`src/rtl/accc_pkg.sv`:
```
package accc_pkg;

   // Fixed-point format of rates and width of the connection count
   localparam int RATE_FRAC_BITS = 8;
   localparam int COUNT_BITS     = 10;

   localparam int TICK_BITS   = 16;
   localparam int TOTAL_BITS  = 32;
   localparam int RATE_BITS   = TOTAL_BITS + RATE_FRAC_BITS;
   localparam int WEIGHT_BITS = 16;
   localparam int STEP_BITS   = 8;
   localparam int WINDOW_BITS = 10;
   localparam int CFG_COUNT_BITS = 10;

   localparam int CSR_INDEX_BITS = 3;
   localparam int CSR_DATA_BITS  = 16;

   // Width that holds any count, step or configured bound plus a carry
   localparam int ALU_BITS =
      ((COUNT_BITS > CFG_COUNT_BITS) ? COUNT_BITS : CFG_COUNT_BITS) + 1;

   // Decision constants: avg*100 is compared with prev*99
   localparam int SCALE_BITS = RATE_BITS + 7;

   // Additive bias of the dynamic window: W - count + 4
   localparam int WINDOW_BIAS = 4;

   typedef enum logic [CSR_INDEX_BITS-1:0] {
      CSR_INCREASE_STEP       = 3'd0,
      CSR_DECREASE_STEP       = 3'd1,
      CSR_SMOOTHING_WEIGHT    = 3'd2,
      CSR_WINDOW_LIMIT        = 3'd3,
      CSR_DYNAMIC_WINDOW      = 3'd4,
      CSR_ADAPT_ENABLE        = 3'd5,
      CSR_MAX_CONNECTIONS     = 3'd6,
      CSR_INITIAL_CONNECTIONS = 3'd7
   } csr_index_type;

   typedef struct packed {
      logic [TICK_BITS-1:0]  elapsed_ticks;
      logic [TOTAL_BITS-1:0] download_total;
   } req_payload_type;

   typedef struct packed {
      logic [COUNT_BITS-1:0] connection_count;
      logic                  decision_made;
      logic                  action_state;
      logic [RATE_BITS-1:0]  smoothed_rate;
   } rsp_payload_type;

endpackage

```
`src/rtl/adaptive_connection_count_controller.sv`:
```
// Adaptive connection count controller. Each request word carries the ticks
// elapsed since the last wakeup and the amount downloaded in that interval;
// the block derives an unsigned Q32.8 rate (total << 8) / ticks, folds it into
// an exponential average weighted by smoothing_weight (Q0.16 weight of the old
// average, rounded half up), and counts wakeups. When the window fills and
// adaptation is on, it compares avg*100 against prev*99 and steps the
// connection count up (saturating at max_connections) or down (floor 1) in
// hill-climbing fashion; in dynamic mode the window then shrinks to
// min(W, W - count + 4). Every request yields exactly one response word.
// One word is worked on at a time: req_stall is high from acceptance until
// the result is moved into the response register. From acceptance to
// rsp_valid a word passes a bit-serial restoring divider (one quotient bit
// per cycle), a bit-serial multiply-accumulate over the weight bits, a sum
// step, three decision steps (scaling, compare/step, window resize) and an
// output step. The multiply is skipped on the first sample after a window
// close (the sample replaces the average), the decision steps are skipped
// when no decision runs, and the resize step only runs in dynamic mode. The
// response register lets a new request in while a result waits. Zero elapsed
// ticks yield an all-ones rate. Configuration writes take effect at once;
// writing window_limit also reloads the current window, and writing
// initial_connections also reloads the connection count.
module adaptive_connection_count_controller (
   input  logic                                     clock,
   input  logic                                     reset,
   // request channel
   input  logic                                     req_valid,
   output logic                                     req_stall,
   input  accc_pkg::req_payload_type                req_payload,
   // response channel
   output logic                                     rsp_valid,
   input  logic                                     rsp_stall,
   output accc_pkg::rsp_payload_type                rsp_payload,
   // configuration write port
   input  logic                                     csr_write,
   input  logic [accc_pkg::CSR_INDEX_BITS-1:0]      csr_index,
   input  logic [accc_pkg::CSR_DATA_BITS-1:0]       csr_wdata
);

   localparam int RB  = accc_pkg::RATE_BITS;
   localparam int CB  = accc_pkg::COUNT_BITS;
   localparam int TB  = accc_pkg::TICK_BITS;
   localparam int WB  = accc_pkg::WEIGHT_BITS;
   localparam int SB  = accc_pkg::STEP_BITS;
   localparam int NB  = accc_pkg::WINDOW_BITS;
   localparam int KB  = accc_pkg::CFG_COUNT_BITS;
   localparam int AB  = accc_pkg::ALU_BITS;
   localparam int MB  = accc_pkg::SCALE_BITS;
   // signed product of weight and (avg - rate), plus headroom for the sum
   localparam int PB  = RB + WB + 2;
   localparam int STEP_CNT_BITS = $clog2(RB);
   localparam logic [AB-1:0] COUNT_MAX = AB'((1 << CB) - 1);

   typedef enum logic [7:0] {
      ST_IDLE   = 8'b0000_0001,
      ST_DIV    = 8'b0000_0010,
      ST_MAC    = 8'b0000_0100,
      ST_SUM    = 8'b0000_1000,
      ST_SCALE  = 8'b0001_0000,
      ST_DECIDE = 8'b0010_0000,
      ST_RESIZE = 8'b0100_0000,
      ST_DONE   = 8'b1000_0000
   } state_type;

   state_type state_ff, state_in;

   // configuration
   logic [SB-1:0] inc_step_ff, inc_step_in;
   logic [SB-1:0] dec_step_ff, dec_step_in;
   logic [WB-1:0] weight_ff, weight_in;
   logic [NB-1:0] win_limit_ff, win_limit_in;
   logic          dyn_ff, dyn_in;
   logic          adapt_ff, adapt_in;
   logic [KB-1:0] max_conn_ff, max_conn_in;
   logic [KB-1:0] init_conn_ff, init_conn_in;

   // controller state
   logic [RB-1:0] avg_ff, avg_in;
   logic [RB-1:0] prev_ff, prev_in;
   logic [NB-1:0] wake_cnt_ff, wake_cnt_in;
   logic [NB-1:0] cur_win_ff, cur_win_in;
   logic [CB-1:0] count_ff, count_in;
   logic          last_inc_ff, last_inc_in;

   // serial datapath
   logic [TB-1:0]            ticks_ff, ticks_in;
   logic [RB-1:0]            quot_ff, quot_in;     // dividend in, quotient out
   logic [TB:0]              rem_ff, rem_in;
   logic [WB-1:0]            wsh_ff, wsh_in;       // weight, MSB first
   logic [PB-1:0]            prod_ff, prod_in;
   logic [MB-1:0]            lhs_ff, lhs_in;
   logic [MB-1:0]            rhs_ff, rhs_in;
   logic [STEP_CNT_BITS-1:0] step_ff, step_in;
   logic                     decided_ff, decided_in;

   logic                     rsp_valid_ff, rsp_valid_in;
   accc_pkg::rsp_payload_type rsp_payload_ff, rsp_payload_in;

   // combinational helpers
   logic [TB:0]          div_trial;
   logic                 div_ge;
   logic signed [RB:0]   diff;
   logic [PB-1:0]        ema_sum;
   logic [NB:0]          cnt_inc;
   logic [NB-1:0]        win_eff;
   logic                 win_close;
   logic [AB-1:0]        raise_sum, raise_lim, raised;
   logic [AB-1:0]        lower_res;
   logic [AB-1:0]        rs_base, rs_diff, rs_w;
   logic                 cmp_lt, cmp_gt;

   function automatic logic [NB-1:0] eff_window(input logic [NB-1:0] w);
      eff_window = (w == '0) ? NB'(1) : w;
   endfunction

   function automatic logic [CB-1:0] eff_initial(input logic [KB-1:0] v);
      logic [AB-1:0] t;
      t = AB'(v);
      if (t == '0) begin
         t = AB'(1);
      end
      if (t > COUNT_MAX) begin
         t = COUNT_MAX;
      end
      eff_initial = t[CB-1:0];
   endfunction

   assign req_stall   = (state_ff != ST_IDLE);
   assign rsp_valid   = rsp_valid_ff;
   assign rsp_payload = rsp_payload_ff;

   // restoring divide step
   assign div_trial = {rem_ff[TB-1:0], quot_ff[RB-1]};
   assign div_ge    = (div_trial >= {1'b0, ticks_ff});

   // avg*w + rate*(1-w) = rate + w*(avg - rate)
   assign diff    = $signed({1'b0, avg_ff}) - $signed({1'b0, quot_ff});
   assign ema_sum = prod_ff + (PB'(quot_ff) << WB) + PB'(1 << (WB - 1));

   // window bookkeeping
   assign win_eff   = eff_window(cur_win_ff);
   assign cnt_inc   = {1'b0, wake_cnt_ff} + (NB+1)'(1);
   assign win_close = (cnt_inc >= {1'b0, win_eff});

   // count steps
   always_comb begin
      raise_sum = AB'(count_ff) + AB'(inc_step_ff);
      raise_lim = AB'(max_conn_ff);
      if (raise_lim == '0) begin
         raise_lim = AB'(1);
      end
      if (raise_lim > COUNT_MAX) begin
         raise_lim = COUNT_MAX;
      end
      raised = (raise_sum < raise_lim) ? raise_sum : raise_lim;
      if (AB'(count_ff) > AB'(dec_step_ff) + AB'(1)) begin
         lower_res = AB'(count_ff) - AB'(dec_step_ff);
      end else begin
         lower_res = AB'(1);
      end
   end

   // dynamic window: min(W, W - count + 4), at least 1
   always_comb begin
      rs_w    = AB'(eff_window(win_limit_ff));
      rs_base = rs_w + AB'(accc_pkg::WINDOW_BIAS);
      if (rs_base > AB'(count_ff)) begin
         rs_diff = rs_base - AB'(count_ff);
      end else begin
         rs_diff = AB'(1);
      end
      if (rs_diff > rs_w) begin
         rs_diff = rs_w;
      end
   end

   assign cmp_lt = (lhs_ff < rhs_ff);
   assign cmp_gt = (lhs_ff > rhs_ff);

   always_comb begin
      state_in       = state_ff;
      inc_step_in    = inc_step_ff;
      dec_step_in    = dec_step_ff;
      weight_in      = weight_ff;
      win_limit_in   = win_limit_ff;
      dyn_in         = dyn_ff;
      adapt_in       = adapt_ff;
      max_conn_in    = max_conn_ff;
      init_conn_in   = init_conn_ff;
      avg_in         = avg_ff;
      prev_in        = prev_ff;
      wake_cnt_in    = wake_cnt_ff;
      cur_win_in     = cur_win_ff;
      count_in       = count_ff;
      last_inc_in    = last_inc_ff;
      ticks_in       = ticks_ff;
      quot_in        = quot_ff;
      rem_in         = rem_ff;
      wsh_in         = wsh_ff;
      prod_in        = prod_ff;
      lhs_in         = lhs_ff;
      rhs_in         = rhs_ff;
      step_in        = step_ff;
      decided_in     = decided_ff;
      rsp_payload_in = rsp_payload_ff;
      rsp_valid_in   = rsp_valid_ff && rsp_stall;

      unique case (state_ff)
         ST_IDLE: begin
            if (req_valid) begin
               ticks_in = req_payload.elapsed_ticks;
               quot_in  = RB'({req_payload.download_total, {accc_pkg::RATE_FRAC_BITS{1'b0}}});
               rem_in   = '0;
               step_in  = STEP_CNT_BITS'(RB - 1);
               state_in = ST_DIV;
            end
         end
         ST_DIV: begin
            // one quotient bit per cycle; a zero divisor gives all ones
            quot_in = {quot_ff[RB-2:0], div_ge};
            rem_in  = div_ge ? (div_trial - {1'b0, ticks_ff}) : div_trial;
            step_in = step_ff - STEP_CNT_BITS'(1);
            if (step_ff == '0) begin
               wsh_in  = weight_ff;
               prod_in = '0;
               step_in = STEP_CNT_BITS'(WB - 1);
               // first sample after a close replaces the average
               state_in = (wake_cnt_ff == '0) ? ST_SUM : ST_MAC;
            end
         end
         ST_MAC: begin
            prod_in = (prod_ff << 1) + (wsh_ff[WB-1] ? PB'(diff) : PB'(0));
            wsh_in  = wsh_ff << 1;
            step_in = step_ff - STEP_CNT_BITS'(1);
            if (step_ff == '0) begin
               state_in = ST_SUM;
            end
         end
         ST_SUM: begin
            avg_in      = (wake_cnt_ff == '0) ? quot_ff : ema_sum[WB +: RB];
            wake_cnt_in = win_close ? NB'(0) : cnt_inc[NB-1:0];
            decided_in  = win_close && adapt_ff;
            state_in    = (win_close && adapt_ff) ? ST_SCALE : ST_DONE;
         end
         ST_SCALE: begin
            lhs_in = (MB'(avg_ff) << 6) + (MB'(avg_ff) << 5) + (MB'(avg_ff) << 2);
            rhs_in = (MB'(prev_ff) << 6) + (MB'(prev_ff) << 5) + (MB'(prev_ff) << 2)
                     - MB'(prev_ff);
            state_in = ST_DECIDE;
         end
         ST_DECIDE: begin
            if (avg_ff != '0) begin
               if (cmp_lt) begin
                  // rate fell: reverse direction
                  count_in    = last_inc_ff ? lower_res[CB-1:0] : raised[CB-1:0];
                  last_inc_in = !last_inc_ff;
               end else if (cmp_gt) begin
                  // rate held up: keep going
                  count_in    = last_inc_ff ? raised[CB-1:0] : lower_res[CB-1:0];
               end
            end
            prev_in  = avg_ff;
            avg_in   = '0;
            state_in = dyn_ff ? ST_RESIZE : ST_DONE;
         end
         ST_RESIZE: begin
            cur_win_in = rs_diff[NB-1:0];
            state_in   = ST_DONE;
         end
         ST_DONE: begin
            if (!rsp_valid_ff || !rsp_stall) begin
               rsp_payload_in.connection_count = count_ff;
               rsp_payload_in.decision_made    = decided_ff;
               rsp_payload_in.action_state     = last_inc_ff;
               rsp_payload_in.smoothed_rate    = avg_ff;
               rsp_valid_in = 1'b1;
               state_in     = ST_IDLE;
            end
         end
         default: begin
            state_in = ST_IDLE;
         end
      endcase

      // configuration writes (the user must issue them only while idle; the block does not enforce it)
      if (csr_write) begin
         unique case (accc_pkg::csr_index_type'(csr_index))
            accc_pkg::CSR_INCREASE_STEP:    inc_step_in = csr_wdata[SB-1:0];
            accc_pkg::CSR_DECREASE_STEP:    dec_step_in = csr_wdata[SB-1:0];
            accc_pkg::CSR_SMOOTHING_WEIGHT: weight_in   = csr_wdata[WB-1:0];
            accc_pkg::CSR_WINDOW_LIMIT: begin
               win_limit_in = csr_wdata[NB-1:0];
               cur_win_in   = eff_window(csr_wdata[NB-1:0]);
            end
            accc_pkg::CSR_DYNAMIC_WINDOW:   dyn_in      = csr_wdata[0];
            accc_pkg::CSR_ADAPT_ENABLE:     adapt_in    = csr_wdata[0];
            accc_pkg::CSR_MAX_CONNECTIONS:  max_conn_in = csr_wdata[KB-1:0];
            accc_pkg::CSR_INITIAL_CONNECTIONS: begin
               init_conn_in = csr_wdata[KB-1:0];
               count_in     = eff_initial(csr_wdata[KB-1:0]);
            end
            default: begin
               inc_step_in = inc_step_ff;
            end
         endcase
      end
   end

   always_ff @(posedge clock) begin
      if (reset) begin
         state_ff     <= ST_IDLE;
         rsp_valid_ff <= 1'b0;
         inc_step_ff  <= SB'(2);
         dec_step_ff  <= SB'(3);
         weight_ff    <= WB'(13107);
         win_limit_ff <= NB'(100);
         dyn_ff       <= 1'b0;
         adapt_ff     <= 1'b1;
         max_conn_ff  <= KB'(98);
         init_conn_ff <= KB'(5);
         avg_ff       <= '0;
         prev_ff      <= '0;
         wake_cnt_ff  <= '0;
         cur_win_ff   <= NB'(100);
         count_ff     <= eff_initial(KB'(5));
         last_inc_ff  <= 1'b0;
         step_ff      <= '0;
         decided_ff   <= 1'b0;
      end else begin
         state_ff     <= state_in;
         rsp_valid_ff <= rsp_valid_in;
         inc_step_ff  <= inc_step_in;
         dec_step_ff  <= dec_step_in;
         weight_ff    <= weight_in;
         win_limit_ff <= win_limit_in;
         dyn_ff       <= dyn_in;
         adapt_ff     <= adapt_in;
         max_conn_ff  <= max_conn_in;
         init_conn_ff <= init_conn_in;
         avg_ff       <= avg_in;
         prev_ff      <= prev_in;
         wake_cnt_ff  <= wake_cnt_in;
         cur_win_ff   <= cur_win_in;
         count_ff     <= count_in;
         last_inc_ff  <= last_inc_in;
         step_ff      <= step_in;
         decided_ff   <= decided_in;
      end
   end

   // datapath registers, no reset needed
   always_ff @(posedge clock) begin
      ticks_ff       <= ticks_in;
      quot_ff        <= quot_in;
      rem_ff         <= rem_in;
      wsh_ff         <= wsh_in;
      prod_ff        <= prod_in;
      lhs_ff         <= lhs_in;
      rhs_ff         <= rhs_in;
      rsp_payload_ff <= rsp_payload_in;
   end

   // an accepted word always starts the divider
   a_accept_starts_div: assert property (@(posedge clock) disable iff (reset)
      (req_valid && !req_stall) |=> (state_ff == ST_DIV))
      else $error("accepted word did not start the divider");

   // a new response is only raised from the output state
   a_rsp_from_done: assert property (@(posedge clock) disable iff (reset)
      (rsp_valid_ff && !$past(rsp_valid_ff && rsp_stall)) |->
         $past(state_ff == ST_DONE))
      else $error("response raised outside the output state");

   // the connection count never reaches zero
   a_count_nonzero: assert property (@(posedge clock) disable iff (reset)
      rsp_valid_ff |-> (rsp_payload_ff.connection_count != '0))
      else $error("connection count of zero");

   // a decision clears the average it consumed
   a_decision_clears_avg: assert property (@(posedge clock) disable iff (reset)
      (rsp_valid_ff && rsp_payload_ff.decision_made) |->
         (rsp_payload_ff.smoothed_rate == '0))
      else $error("decision left a nonzero average");

endmodule

```
`config.mk`:
```
export PLATFORM = sky130hd
export DESIGN_NAME = adaptive_connection_count_controller
export DESIGN_NICKNAME = d
export VERILOG_FILES = /design/src/rtl/accc_pkg.sv /design/src/rtl/adaptive_connection_count_controller.sv
export SDC_FILE = /design/constraint.sdc
export NUM_CORES = 2
export LEC_CHECK = 0
export BUFFER_PORTS_ARGS = -buffer_cell sky130_fd_sc_hd__buf_2
export CAP_MARGIN = 20
export CORE_MARGIN = 5
export CORE_UTILIZATION = 55
export CTS_CLUSTER_DIAMETER = 120
export DETAILED_ROUTE_END_ITERATION = 7
export PLACE_DENSITY = 0.72
export SETUP_SLACK_MARGIN = 0.2
export SYNTH_ARGS = -nofsm -noshare
export SYNTH_HDL_FRONTEND = slang
export SYNTH_SLANG_ARGS = --single-unit
```
`constraint.sdc`:
```
create_clock -name clock -period 13 [get_ports clock]
set_clock_uncertainty 0.2 [all_clocks]
set_input_delay 3.25 -clock clock [delete_from_list [all_inputs] [get_ports clock]]
set_output_delay 3.25 -clock clock [all_outputs]
set_load 0.05 [all_outputs]
```
# Word-level counts from Yosys, hierarchy flattened
# Cells that the tools add are included.
# classes
n_addsub	17
eq_ne	20
n_lt_le_gt_ge	10
n_reduce_logical	32
mux	50
# op_table
operator	count
$mux W10	22
$pmux W40 S2	2
$add A56 B56 Y56	2
$mux W56	2
$pmux W56 S2	1
$add A46 B45 Y47	2
$add A47 B42 Y47	2
$mux W40	2
$pmux W16 S2	2
$pmux W8 S8	1
$add A56 B16 Y56 const B	1
$logic_not A10 Y1	5
$mux W16	3
$mux W8	6
$gt A47 B47 Y1	1
$lt A47 B47 Y1	1
$sub A47 B40 Y47	1
$sub A40 B40 Y41	1
$reduce_bool A40 Y1	1
$mux W11	3
$reduce_and A2 Y1	12
$gt A11 B10 Y1	2
$gt A11 B10 Y1 const B	2
$pmux W6 S3	1
other kinds (37)	51
# totals
word_cells	157
out_inout_bits	54
regBits	471

# Longest topological paths before layout
# depth
word_depth	13
mapped_depth	27
depth_no_buf	26

# Least setup slack after synthesis
# No wires, ideal clock.
# synth_path
path_type	reg2reg
startpoint	register state_ff[7]
endpoint	register state_ff[0]
arrival_ns	9.084
stages_incl_launch_ff	6
setup_slack_ns	3.593
n_path_buf	0
setup_time_ns	0.123
synth_period_minus_slack_ns	9.407
t_required_ns	12.677
cell_sequence	dfxtp_1 or4_1 or3_1 nor3b_1 nor4_1 a311o_1
# synth_between
elab_chain_len	3
word_cells_on_any_way	14
classes_between	eq/ne (12); mux (1); reduce/logical (1)
# synth_lines
item	line_no	rtl
start, declared	adaptive_connection_count_controller.sv:64	state_type state_ff, state_in;
start signal, assigned	adaptive_connection_count_controller.sv:329	state_ff <= state_in;
$eq A8 B8 Y1, or another cell as far along	adaptive_connection_count_controller.sv:207	unique case (state_ff)
$ne A2 B2 Y1 (no source line)	--	
$reduce_and A4 Y1 (no source line)	--	
# Parallel ways exist; a longest one is shown, timed or not.
# A chain may end at the register's enable or synchronous reset.

# Worst setup path after layout
# layout_path
startpoint	register quot_ff[1]
endpoint	register prod_ff[53] (data pin)
# layout_between
elab_chain_len	4
# layout_lines
item	line_no	rtl
start, declared	adaptive_connection_count_controller.sv:86	logic [RB-1:0] quot_ff, quot_in;
start signal, assigned	adaptive_connection_count_controller.sv:353	quot_ff <= quot_in;
$sub A40 B40 Y41	adaptive_connection_count_controller.sv:136	assign diff = $signed({1'b0, avg_ff}) - $signed({1'b0, quot_ff});
$mux W56	adaptive_connection_count_controller.sv:231	prod_in = (prod_ff << 1) + (wsh_ff[WB-1] ? PB'(diff) : PB'(0));
$add A56 B56 Y56	adaptive_connection_count_controller.sv:231	
$pmux W56 S2	adaptive_connection_count_controller.sv:207	
end signal, assigned	adaptive_connection_count_controller.sv:356	prod_ff <= prod_in;
end, declared	adaptive_connection_count_controller.sv:89	logic [PB-1:0] prod_ff, prod_in;
# No other way between the ends.

==> flow_metrics.py <==
metrics = {
    "place": {
        "pre_cts_slack_ps": 6708,
        "dpl.hpwl_mm": 72.57,
        "portBuffers": 125,
        "dp_cells": 4873,
        "place.gp.congestion": 0.9490,
    },
    "cts": {
        "worstSkewPairLatency_ps": 620,
        "clockBufferDepth": 3,
        "clockRootBuffer": "clkbuf_16",
        "cts_setup_buffers": 0,
        "postCtsHoldBufs": 0,
        "cts_tree": "built",
        "cts_buffers": 54,
        "h-tree-depth": 2,
        "cts.sinks": 469,
        "cts-resized-gates": 0,
        "clk_pin_slew_ps": 60,
    },
    "global_routing": {
        "antenna_found_initial": 1,
        "track_usage_pct": 26.35,
        "grt_pass1_wl_mm": 152.3,
        "grt_pass1_vias": 27900,
        "grt_max_degree": 88,
        "grt_overflow_total": 0,
    },
    "synthesis": {
        "synth-seq-cells": 469,
        "synthTopCellsByArea": "edfxtp_1, ha_1, dfxtp_1",
        "synth_cell_types": 106,
        "ys_warn_count": 0,
        "synth-edff-count": 288,
        "async_reset_ff_share_pct": 0,
        "syn_inst": 3971,
        "ys.flop_type": "edfxtp_1",
        "synth.top_cell.area_share_pct": 23.87,
        "synth_nets": 4549,
        "synth_area_per_cell_um2": 9.125,
        "synth_largest_area_cell": "edfxtp_1",
        "ys_seq_area_share_pct": 33.87,
        "syn_area_um2": 36240,
    },
    "sta": {
        "tns_ps": 0,
        "tightest_slew_ps": 1064,
        "setup_ws_ps": 6636,
        "timing.hold.ws_ps": 255.5,
        "finalCritPeriodShare_pct": 48.95,
        "final_hold_viol_count": 0,
        "min_period_ps": 6364,
        "slew_headroom_pct": 29.05,
        "finalSetupViolCount": 0,
        "fmax_mhz": 157.1,
        "slew_violations": 0,
        "rsz0062_at_grt": "no",
    },
    "detailed_routing": {
        "num_vias": 29290,
        "drt_wl_total_mm": 95.68,
        "viasPerCell": 5.886,
        "ant_nets": 0,
        "post_drt_wl_per_cell_um": 19.23,
        "drtIter0Drc": 2406,
        "drc_errors": 0,
        "drt_pre_antenna_iters": 6,
    },
    "power_and_ir_drop": {
        "totalPowerFinal_mw": 3.835,
        "ir_worst_vdd_mv": 0.09673,
        "p_leak_nw": 17.08,
        "p_per_area_nw_per_um2": 97.05,
    },
    "layout": {
        "layout.nets": 4645,
        "instances_no_fill": 4976,
        "multi_input_area_um2": 22020,
        "regArea_um2": 12270,
        "fillers": 5577,
        "layout-area-overhead-vs-synth_pct": 9.039,
        "antenna_cells": 0,
        "drive_above_1_share_pct": 7.320,
    },
    "die": {
        "dieHeight_um": 266.7,
        "start_util_pct": 55.32,
        "boundaryPins": 126,
        "fp.coreArea_um2": 65510,
        "die_x_um": 266.7,
        "rows": 94,
        "dieArea_um2": 71120,
    },
    "min_path": {
        "min_path_type": "reg2reg",
    },
    "flow_run": {
        "maxCapViolCount": 0,
    },
    "outcome": {
        "status": "finished clean",
    },
    "worst_setup_path": {
        "worstSetupPathType": "reg2reg",
        "crit_required_ps": 13130,
        "end_kind": "flop",
        "worstPathArrival_ps": 6490,
        "cp_max_fo": 8,
        "startpoint_type": "flop",
    },
}
==> critical path, stage by stage, from the launching register on <==
cell and delay [ps]:
edfxtp_1 460, inv_1 140, ha_1 230, nor2b_1 120
o21ai_0 210, a21boi_1 150, o211ai_1 240, a21oi_1 140
or3_1 470, a41oi_1 390, a31oi_1 260, a221oi_1 360
xor2_1 210, nor2_1 70, ha_1 420, nand3_1 170
nor4b_1 410, nand3_1 150, o21ai_0 210, nor3_2 100
o32ai_2 450, a311o_1 250, a21oi_1 70, xor2_1 140
nor2_1 50
==> metrics by stage <==
stage          util, %  instance area [µm²]
6_report         60.32                39510
5_1_grt          60.32                39510
4_1_cts          60.29                39490
3_5_place_dp     57.46                37640
3_3_place_gp     57.46                37640
2_1_floorplan        -                36240
==> cell type report <==
| type | count | area share, % |
|---|---|---|
| clock buffers | 63 | 3.692 |
| clock inverters | 38 | 0.9943 |
| inverters | 400 | 3.800 |
| multi-input cells | 2997 | 55.74 |
| flip-flops and latches | 469 | 31.06 |
| well taps | 864 | 2.736 |
| repair buffers | 145 | 1.979 |
==> cells by family (layout without fill, tap and decap cells) <==
group                      Yosys count  after routing  synth area share [%]
DFF                                469            469                 33.87
and+or+nand+nor                   1187           1187                 15.34
adders and majority gates          506            506                 19.87
buffers and inverters              505            646                 5.459
AOI/OAI and AO/OA                 1051           1051                 19.27
muxes                               18             18                0.5075
xor gates and xnor gates           235            235                 5.680
==> power by group <==
part	leakage (nW)	switching [mW]	internal [mW]
sequential	4.13	0.0350	1.62
clock	0.911	0.655	0.945
combinational	12.0	0.358	0.226
total	17.1	1.05	2.79
==> state kept, by name, summed over array words and instances (netlist names), 10 cells and up <==
signal and cells:
quot_ff 40, rsp_payload 52, max_conn_ff 10, win_limit_ff 10
prev_ff 40, rem_ff 16, count_ff 10, cur_win_ff 10
ticks_ff 16, weight_ff 16, rhs_ff 47, wake_cnt_ff 10
prod_ff 56, avg_ff 40, wsh_ff 16, lhs_ff 45
==> routing by layer <==
metal | global-route usage (%) | wire [µm]
met5 | 0 | 13
met4 | 6.008 | 2096
met3 | 3.770 | 6649
met2 | 39.77 | 41360
met1 | 40.36 | 45560
==> cells in the mapped netlist (all sizes together), types with 11 or more instances <==
cell type	instances
a2111oi	11
a211o	17
a211oi	46
a21boi	14
a21o	131
a21oi	334
a221oi	18
a222oi	13
a22o	12
a22oi	14
a31oi	28
and2	38
and3	21
clkbuf	93
dfxtp	181
edfxtp	288
fa	116
ha	390
inv	400
mux2i	18
nand2	427
nand2b	39
nand3	68
nand3b	17
nand4	43
nor2	305
nor2b	52
nor3	86
nor3b	16
nor4	13
o211ai	18
o21a	48
o21ai	193
o21bai	44
o31ai	12
or2	12
or3	20
xnor2	164
xor2	71
==> worst paths after layout <==
check	from	endpoint	slack, ps	depth (start not counted)
max	quot_ff[1]	prod_ff[53]	6640	24
min	weight_ff[11]	weight_ff[11]	260	2
max reg2reg	quot_ff[1]	prod_ff[53]	6640	24
min reg2reg	weight_ff[11]	weight_ff[11]	260	2
==> cells in the final DEF (no fill, tap or decap), drive strengths merged, types with 28 or more instances in the layout <==
master  count
nand2     427
inv       406
ha        390
a21oi     334
nor2      305
edfxtp    288
o21ai     193
dfxtp     181
xnor2     164
buf       145
a21o      131
fa        116
nor3       86
xor2       71
nand3      68
clkbuf     63
nor2b      52
o21a       48
a211oi     46
o21bai     44
nand4      43
nand2b     39
and2       38
a31oi      28
No activity file was read; power rests on OpenSTA's default activity.
